[src/sv/hrsad_pkg.sv]
// ----------------------------------------------------------------------------
// hrsad_pkg - shared types and constants
// colors, pixel cell type and the ink/paper state bundle for the decoder
// ----------------------------------------------------------------------------
`default_nettype none

package hrsad_pkg;

  localparam int unsigned NumPixels  = 6;
  localparam int unsigned ColorW     = 3;

  typedef logic [ColorW-1:0] color_t;

  // reset colors, also restored at every line start
  localparam color_t InkReset   = 3'd7;
  localparam color_t PaperReset = 3'd0;

  // bits 6..3 of an attribute byte
  localparam logic [3:0] AttrInkHi   = 4'b0000;
  localparam logic [3:0] AttrPaperHi = 4'b0010;

  // pixel_0 is element 0 (leftmost)
  typedef color_t [NumPixels-1:0] pixel_row_t;

  typedef struct packed {
    color_t ink;
    color_t paper;
  } color_state_t;

endpackage : hrsad_pkg

`default_nettype wire

[src/sv/hrsad_cell_decode.sv]
// ----------------------------------------------------------------------------
// hrsad_cell_decode - one screen byte to six pixels
// applies line-start reset and attribute updates, then draws the cell
// ----------------------------------------------------------------------------
`default_nettype none

module hrsad_cell_decode (
  input  wire logic [7:0]              screen_byte,
  input  wire logic                    line_start,
  input  wire hrsad_pkg::color_state_t cur_state,
  output hrsad_pkg::color_state_t      nxt_state,
  output hrsad_pkg::pixel_row_t        pixels
);

  logic [6:0]        low7;
  logic              is_ink_attr;
  logic              is_paper_attr;
  logic [5:0]        pattern;
  hrsad_pkg::color_t base_ink;
  hrsad_pkg::color_t base_paper;
  hrsad_pkg::color_t draw_ink;
  hrsad_pkg::color_t draw_paper;

  assign low7          = screen_byte[6:0];
  assign is_ink_attr   = (low7[6:3] == hrsad_pkg::AttrInkHi);
  assign is_paper_attr = (low7[6:3] == hrsad_pkg::AttrPaperHi);

  always_comb begin
    base_ink   = line_start ? hrsad_pkg::InkReset   : cur_state.ink;
    base_paper = line_start ? hrsad_pkg::PaperReset : cur_state.paper;

    nxt_state.ink   = is_ink_attr   ? low7[2:0] : base_ink;
    nxt_state.paper = is_paper_attr ? low7[2:0] : base_paper;

    pattern = (is_ink_attr || is_paper_attr) ? 6'd0 : low7[5:0];

    // inverse: 7 - c is the bitwise complement for 3-bit colors
    draw_ink   = screen_byte[7] ? ~nxt_state.ink   : nxt_state.ink;
    draw_paper = screen_byte[7] ? ~nxt_state.paper : nxt_state.paper;

    for (int i = 0; i < hrsad_pkg::NumPixels; i++) begin
      pixels[i] = pattern[hrsad_pkg::NumPixels-1-i] ? draw_ink : draw_paper;
    end
  end

endmodule : hrsad_cell_decode

`default_nettype wire

[src/sv/hires_serial_attribute_decoder.sv]
// ----------------------------------------------------------------------------
// hires_serial_attribute_decoder - serial-attribute hires cell decoder
// result: registered, in the output register the cycle after the input beat is accepted
// throughput: one beat per cycle unless the receiver stalls; input stays ready while the result is taken
// rate set by the single decode pass between color state and output register
// reset: synchronous active-low; ink goes to white, paper to black, output empty
// ----------------------------------------------------------------------------
`default_nettype none

module hires_serial_attribute_decoder (
  input  wire logic        clk,
  input  wire logic        rst_n,
  // input stream
  input  wire logic        in_tvalid,
  output logic             in_tready,
  input  wire logic [7:0]  in_tdata,   // [7:0] screen_byte
  input  wire logic [0:0]  in_tuser,   // [0] line_start
  // result stream
  output logic             out_tvalid,
  input  wire logic        out_tready,
  output logic [23:0]      out_tdata   // [2:0] pixel_0 .. [17:15] pixel_5, [23:18] zero
);

  logic                    in_fire;
  logic                    out_valid_r;
  logic                    out_valid_nxt;
  hrsad_pkg::pixel_row_t   out_pix_r;
  hrsad_pkg::pixel_row_t   out_pix_nxt;
  hrsad_pkg::color_state_t colors_r;
  hrsad_pkg::color_state_t colors_nxt;

  // the output register frees up in the same cycle its beat is taken
  assign in_tready = !out_valid_r || out_tready;
  assign in_fire   = in_tvalid && in_tready;

  hrsad_cell_decode u_decode (
    .screen_byte (in_tdata),
    .line_start  (in_tuser[0]),
    .cur_state   (colors_r),
    .nxt_state   (colors_nxt),
    .pixels      (out_pix_nxt)
  );

  always_comb begin
    out_valid_nxt = out_valid_r;
    if (in_fire) begin
      out_valid_nxt = 1'b1;
    end else if (out_tready) begin
      out_valid_nxt = 1'b0;
    end
  end

  // control state and colors
  always_ff @(posedge clk) begin
    if (!rst_n) begin
      out_valid_r    <= 1'b0;
      colors_r.ink   <= hrsad_pkg::InkReset;
      colors_r.paper <= hrsad_pkg::PaperReset;
    end else begin
      out_valid_r <= out_valid_nxt;
      if (in_fire) begin
        colors_r <= colors_nxt;
      end
    end
  end

  // result payload, loaded only on an accepted beat
  always_ff @(posedge clk) begin
    if (in_fire) begin
      out_pix_r <= out_pix_nxt;
    end
  end

  assign out_tvalid = out_valid_r;
  assign out_tdata  = {6'd0, out_pix_r};

  // ---------------------------------------------------------------------------
  // assertions
  // ---------------------------------------------------------------------------

  // an accepted beat always shows up in the output register
  a_fire_gives_result: assert property (@(posedge clk) disable iff (!rst_n)
    in_fire |=> out_tvalid)
    else $error("accepted beat produced no result");

  // attribute cells draw six identical pixels
  a_attr_uniform: assert property (@(posedge clk) disable iff (!rst_n)
    (in_fire && (in_tdata[6:3] == hrsad_pkg::AttrInkHi ||
                 in_tdata[6:3] == hrsad_pkg::AttrPaperHi))
    |=> (out_tdata[2:0] == out_tdata[5:3]) && (out_tdata[2:0] == out_tdata[8:6]) &&
        (out_tdata[2:0] == out_tdata[11:9]) && (out_tdata[2:0] == out_tdata[14:12]) &&
        (out_tdata[2:0] == out_tdata[17:15]))
    else $error("attribute cell not drawn in a single color");

  // pixel data right after a line start uses white ink on black paper
  a_line_start_colors: assert property (@(posedge clk) disable iff (!rst_n)
    (in_fire && in_tuser[0] && !in_tdata[7] && in_tdata[6:5] != 2'b00)
    |=> out_tdata[2:0] == ($past(in_tdata[5]) ? hrsad_pkg::InkReset
                                               : hrsad_pkg::PaperReset))
    else $error("line start did not restore default colors");

endmodule : hires_serial_attribute_decoder

`default_nettype wire

[config.mk]
export PLATFORM = sky130hd
export DESIGN_NAME = hires_serial_attribute_decoder
export DESIGN_NICKNAME = d
export VERILOG_FILES = /design/src/sv/hrsad_pkg.sv /design/src/sv/hrsad_cell_decode.sv /design/src/sv/hires_serial_attribute_decoder.sv
export SDC_FILE = /design/constraint.sdc
export NUM_CORES = 1
export LEC_CHECK = 0
export BUFFER_PORTS_ARGS = -buffer_cell sky130_fd_sc_hd__buf_2
export CORE_UTILIZATION = 52
export DETAILED_ROUTE_END_ITERATION = 8
export HOLD_SLACK_MARGIN = 0.15
export PLACE_DENSITY = 0.91
export SLEW_MARGIN = 40
export SYNTH_ARGS = -nofsm -noshare
export SYNTH_HDL_FRONTEND = slang
export SYNTH_HIERARCHICAL = 1
export SYNTH_SLANG_ARGS = --single-unit
[constraint.sdc]
create_clock -name clk -period 2 [get_ports clk]
set_input_delay 0.2 -clock clk [delete_from_list [all_inputs] [get_ports clk]]
set_output_delay 0.2 -clock clk [all_outputs]
set_load 0.01 [all_outputs]
-- Yosys cells after proc, flatten, opt, wreduce, memory -nomap -nowiden
Cells that the tools add are included.
W data, S select, Z words.
- multipliers: 0
- bitwise logic cells: 2
- reductions and logical operators: 6
- add/sub/neg operators: 0
- divide/modulo/power cells: 0
- shift operators: 0
- mux-type cells: 15
- equal/unequal tests: 1
- magnitude comparators: 0
- operator list (kind ; count):
    $mux W3 ; 12
    $mux W6 ; 1
    $not A3 Y3 ; 2
    $eq A4 B2 Y1 const B ; 1
    $logic_not A4 Y1 ; 1
    $logic_or A1 B1 Y1 ; 2
    $mux W1 ; 2
    $reduce_bool A2 Y1 ; 1
    $logic_and A1 B1 Y1 ; 1
    $logic_not A1 Y1 ; 1
- bits in writable memories: 0
- output and inout bits: 26
- logic and storage cells: 33
- bits of input ports: 13
- flip-flop bits (word level): 25
- memories: 0
- latch bits: 0
- ROM bits: 0

-- Logic depth before layout (Yosys ltp)
Gate-level depths: netlist of the first run.
- word-level depth: 5
- gate-level depth with buffers: 6
- depth with buffers taken out: 5

-- Hierarchy
Netlist of the first run, hierarchy kept.
- by module, submodules not included (module ; cells each ; times used ; sequential area each (um^2) ; area each (um^2)):
    hires_serial_attribute_decoder ; 56 ; 1 ; 680.7 ; 880.8
    hrsad_cell_decode ; 55 ; 1 ; 0.0 ; 603.1

-- Worst setup path after synthesis of the first run
OpenSTA, ideal clock, no wires.
- kind: input to register
- start: input in_tdata[3]
- end: register out_pix_r (netlist bit out_tdata[10]) (data pin)
- path slack: 422 ps
- arrival: 1314 ps
- data required time: 1736 ps
- path buffers: 1
- library setup time: 264 ps
- cell stages on the path: 5
- cell sequence: buf_6 > nor4b_4 > mux2_4 > xor2_4 > mux2i_1
- RTL lines (what ; line ; text):
    start, declared ; hires_serial_attribute_decoder.sv:16 ; input wire logic [7:0] in_tdata,
    end signal, assigned ; hires_serial_attribute_decoder.sv:70 ; out_pix_r <= out_pix_nxt;
    end, declared ; hires_serial_attribute_decoder.sv:27 ; hrsad_pkg::pixel_row_t out_pix_r;

==> reports/metrics.cfg, run 1 <==
[outcome]
status=complete, but fails checks
violations=DRC

[sta]
finalSetupTns_ns=0
tightest_slew_ns=0.5442
max_freq_mhz=690.3
finalMaxSlewViolations=0
fin_skew_ns=0.005720
hold_violations=0
max-slew-margin-rel=0.6372
setup_viol=0
period_share=0.7243
period_minus_slack_ns=1.449
rsz0062_at_grt=false

[logic_synthesis]
ys_ff_latch=25
synth.distinct_cells=22
syn_area_um2=1484
synthCells=111
synth_seq_area_share=0.4587
synth_top_area_frac=0.3642
syn_avg_cell_area_um2=13.37
ys_warn_count=6
synth_area_leaders=edfxtp_1, mux2i_1, xor2_4, dfxtp_1, mux2_4
synth.largest_area_cell=edfxtp_1

[power_and_ir_drop]
p_leak_nw=0.7586
sw_frac_of_total=0.2732
internal-power_mw=0.7764
power.share.sequential=0.576
ir_worst_vdd_v=0.0004772
p_switching_mw=0.2919
pwr-share-comb=0.209
power_mw=1.068
clock_power_share=0.216
powerDensity_nw_per_um2=647.3

[detailed_routing]
ant_nets=0
vias=908
drc=2
wl_per_cell_um=13.76
viasPerCell=5.218
firstDrtPassIters=6
drtIter0Drc=15
finalWirelength_um=2395

[critical_path]
crit_buf_inv=1
worstPathArrival_ns=1.53
end_kind=flop
worst_path_dominant_cell_family=multiplexers
crit_fanout=6
max_stage_delay_ns=0.43
cp_slowest_cell=nor4b_4
worst_ep_required_time_ns=2.08
path_class=in -> reg
crit_chain=buf_2 -> nor4b_4 -> mux2_4 -> xor2_4 -> mux2i_1
start_kind=primary input

[layout]
syn_to_final_growth_pct=11.21
layout_commonest_cell=buf_2
final_layout_size_suffix_gt1_frac=0.3636
final_nets=157
final_cell_area_um2=1650
seq_area_um2=680.7
antenna_cells=0
nFillCells=221
layout_common_cells=buf_2, mux2i_1, edfxtp_1
multiInputGateArea_um2=675.6

[floorplanning]
core_area_um2=2734
die_x_um=55.42
start_util=0.5428
io_pins=39
die_height_um=55.42
die-area_um2=3071
rows=19

[clocking]
clk_path_buf_depth=2
insertion_delay_ns=0.33
path_clk_slew_ns=0.13
cts_max_level=1
cts-root-buf=clkbuf_4
tritoncts=yes
clock-sinks=25
cts_buffers=3
cts_setup_buffers=0

[grt]
grt_max_degree=25
antenna_found_initial=0
grt_pass1_vias=930
grt_pass1_wl_um=4119
grt_overflow=0
grt_use_total=0.1754

[placement]
place_area_um2=1604
place_congestion=0.7635
hpwlAfterDp_um=1851
port_buffers=32

[job]
cap_violations=0

[hold_path]
min_path_type=in -> reg

-- through the flow --
step	worst slack, ns	cells	utilization	hold slack (ns)
after detailed placement	0.2175	168	0.5867	0.4577
after global placement	0.2613	168	0.5867	0.4456
after global routing	0.5050	174	0.6037	0.1947
after CTS	0.5695	174	0.6037	0.1873
final	0.5513	174	0.6037	0.1928
after floorplan	0.4222	116	-	0.3388
-- flip-flops by register name, summed over array words and instances, names as in the netlist --
name	cells
out_tdata	18
colors_r	6
out_tvalid	1
-- final timing paths --
check | start | endpoint | slack (ns) | depth (start not counted)
worst min register to register | colors_r[2] | colors_r[2] | 0.47 | 2
worst max-delay path | in_tdata[3] | out_tdata[14] | 0.55 | 5
worst min-delay path | out_tready | out_tvalid | 0.19 | 3
worst max register to register | colors_r[0] | out_tdata[9] | 0.69 | 4
-- timing repair --
item / in CTS / in global routing
endpoints found under the hold margin: 2 / 0
gates resized for setup: 0 / 0
hold buffers: 2 / 0
-- cells in the mapped netlist, drive strengths merged --
master  count
a21boi      1
and2        1
buf        10
clkbuf      1
conb        1
dfxtp       7
edfxtp     18
inv        13
mux2        6
mux2i      21
nand2      10
nand2b      4
nand3       3
nor2        3
nor4        1
nor4b       1
o211ai      3
or3         1
xor2        6
-- power by group through the flow --
stage	registers [mW]	logic [mW]	clock network, mW
5_1_grt	0.619	0.243	0.251
2_1_floorplan	0.646	0.149	0
3_5_place_dp	0.628	0.220	0
3_3_place_gp	0.626	0.213	0
4_1_cts	0.616	0.225	0.240
6_report	0.615	0.223	0.230
-- area by class of cell --
type / instances / share of cell area
Tap cell: 31 / 0.02350
Clock buffer: 4 / 0.01592
Inverter: 13 / 0.02957
Sequential cell: 25 / 0.4124
Timing Repair Buffer: 34 / 0.1092
Multi-Input combinational cell: 67 / 0.4094
-- worst register-to-register path: stages, from the launching register on --
cell      delay [ns]
dfxtp_1         0.37
nand2b_1        0.07
mux2_4          0.31
xor2_4          0.21
mux2i_1         0.12
-- cell families after synthesis --
| family | after synthesis | synth area share |
|---|---|---|
| buf+inv | 24 | 0.09864 |
| xor+xnor | 6 | 0.1113 |
| compound gates | 4 | 0.02024 |
| other cells | 1 | 0.002527 |
| flops | 25 | 0.4587 |
| simple gates | 24 | 0.1062 |
| mux | 27 | 0.2024 |
-- routing by layer --
layer / GRT usage / wire length [um] / vias up
met5: 0 / 0 / -
met3: 0.04450 / 126 / 6
met4: 0.1250 / 70 / 0
li1: - / - / 431
met2: 0.3098 / 1257 / 35
met1: 0.1780 / 940 / 436
Note: power is estimated with default switching activity, not from simulation.
==> run 2, diff against run 1 <==
- CORE_UTILIZATION: 52 -> 47
- PLACE_DENSITY: 0.91 -> 0.87
- clock period: 2 -> 1.2 ns (I/O delays scaled with it)
==> run 2 against run 1 <==
Cell count rose by 9.8%. Largest cell class unchanged. Global-route usage fell by 2.2 points. The flow finishes with violations (setup timing). First-iteration DRC count fell by 20%. Combinational power rose by 72%. Cell area rose by 3.8%. Highest routed layer unchanged.
==> reports/metrics.cfg, run 2 (synthesized netlist as in run 1, its figures left out) <==
[clocking]
clk_path_buf_depth=2
insertion_delay_ns=0.31
cts_max_level=1
clock-sinks=25
tritoncts=yes
cts_buffers=3
cts_hold_buf=2
cts-root-buf=clkbuf_4
path_clk_slew_ns=0.13

[grt]
grt_pass1_vias=840
grt_pass1_wl_um=3864
grt_max_degree=25
grt_use_total=0.1532
grt_overflow=0
antenna_found_initial=0

[power_and_ir_drop]
p_leak_nw=0.7859
clock_power_share=0.208
sw_frac_of_total=0.2695
internal-power_mw=1.298
p_switching_mw=0.4789
powerDensity_nw_per_um2=1037
pwr-share-comb=0.216
power.share.sequential=0.576
ir_worst_vdd_v=0.0003779
power_mw=1.777

[sta]
period_share=1.093
max-slew-margin-rel=0.6308
setup_ws_ns=-0.1121
rsz0062_at_grt=true
max_freq_mhz=762.1
setup_viol=18
hold_violations=0
period_minus_slack_ns=1.312
fin_skew_ns=0.006390
finalMaxSlewViolations=0
tightest_slew_ns=0.5537

[layout]
nFillCells=264
largest_register_ffs=18
stdcell_count=191
final_layout_size_suffix_gt1_frac=0.4082
final_nets=161
antenna_cells=0
layout_commonest_cell=buf_2
layout_common_cells=buf_2, mux2i_1, edfxtp_1
syn_to_final_growth_pct=15.43

[placement]
hpwlAfterDp_um=1815
place_congestion=0.7569
port_buffers=32
dpl.cell_count=183

[detailed_routing]
vias=862
viasPerCell=4.513
drtIter0Drc=12
wl_per_cell_um=12.41
finalWirelength_um=2370
drc=0
ant_nets=0
firstDrtPassIters=4

[critical_path]
end_kind=flop
path_class=reg -> reg
worstPathArrival_ns=1.37
worst_ep_required_time_ns=1.26
crit_fanout=6
start_kind=flop

[job]
cap_violations=0

[floorplanning]
io_pins=39
die-area_um2=3386
core_area_um2=3028
die_height_um=58.19
die_x_um=58.19
rows=20
start_util=0.4901

[outcome]
status=complete, but fails checks
violations=setup timing

[hold_path]
min_path_type=in -> reg

run 2: cell count changes in the layout (fill, tap and decap cells not counted):
cell and change:
clkbuf_1 -1, dfxtp_2 +3, buf_4 +6, dfxtp_1 -3, buf_2 -3, buf_6 +1
clkinv_2 +1
run 2: per-stage QoR:
stage / TNS [ns] / hold WS [ns] / setup slack [ns] / cell area (um^2) / utilization
floorplan: -4.979 / 0.2588 / -0.2751 / 1511 / -
global placement: -8.198 / 0.4016 / -0.4405 / 1635 / 0.5401
detailed placement: -8.927 / 0.4072 / -0.4736 / 1635 / 0.5401
CTS: -1.252 / 0.1210 / -0.1025 / 1704 / 0.5628
global route: -2.375 / 0.1136 / -0.1541 / 1713 / 0.5657
finish: -1.208 / 0.1328 / -0.1121 / 1713 / 0.5657
run 2: timing repair:
| item | 4_1_cts | 5_1_grt |
|---|---|---|
| hold endpoints to repair | 7 | 1 |
| setup buffers | 2 | 0 |
| pin swaps | 1 | 1 |
| endpoints found under the setup margin | 18 | 19 |
| gates resized for setup | 4 | 5 |
run 2: area by class of cell:
| class | instances | area [um^2] | area share |
|---|---|---|---|
| clock buffers | 3 | 22.52 | 0.01315 |
| clock inverters | 1 | 5.005 | 0.002922 |
| well taps | 44 | 55.05 | 0.03214 |
| flip-flops and latches | 25 | 684.4 | 0.3996 |
| inverters | 13 | 48.80 | 0.02849 |
| repair buffers | 38 | 221.5 | 0.1293 |
| multi-input cells | 67 | 675.6 | 0.3944 |
run 2: power groups by stage:
stage / registers, mW / clock network [mW] / logic [mW]
4_1_cts: 1.03 / 0.385 / 0.382
5_1_grt: 1.03 / 0.426 / 0.415
3_3_place_gp: 1.04 / 0 / 0.365
6_report: 1.02 / 0.369 / 0.384
2_1_floorplan: 1.08 / 0 / 0.252
3_5_place_dp: 1.04 / 0 / 0.372
run 2: worst paths after layout:
check                                  from       endpoint  slack [ns]  depth (start not counted)
worst max-delay path            colors_r[2]  out_tdata[14]       -0.11                          4
worst min-delay path             out_tready     out_tvalid        0.13                          3
worst max register to register  colors_r[2]  out_tdata[14]       -0.11                          4
worst min register to register  colors_r[2]    colors_r[2]        0.47                          2
run 2: routing by layer:
metal	up-vias	GRT usage	wire length (um)
met5	-	0	0
li1	434	-	-
met3	2	0.03125	91
met4	0	0.04082	17
met2	28	0.2709	1211
met1	398	0.1902	1050
run 2: critical path, cell delays in order (launching register included):
cell and delay, ns:
dfxtp_2 0.35, nand2b_1 0.06, mux2_4 0.31, xor2_4 0.23
mux2i_1 0.13
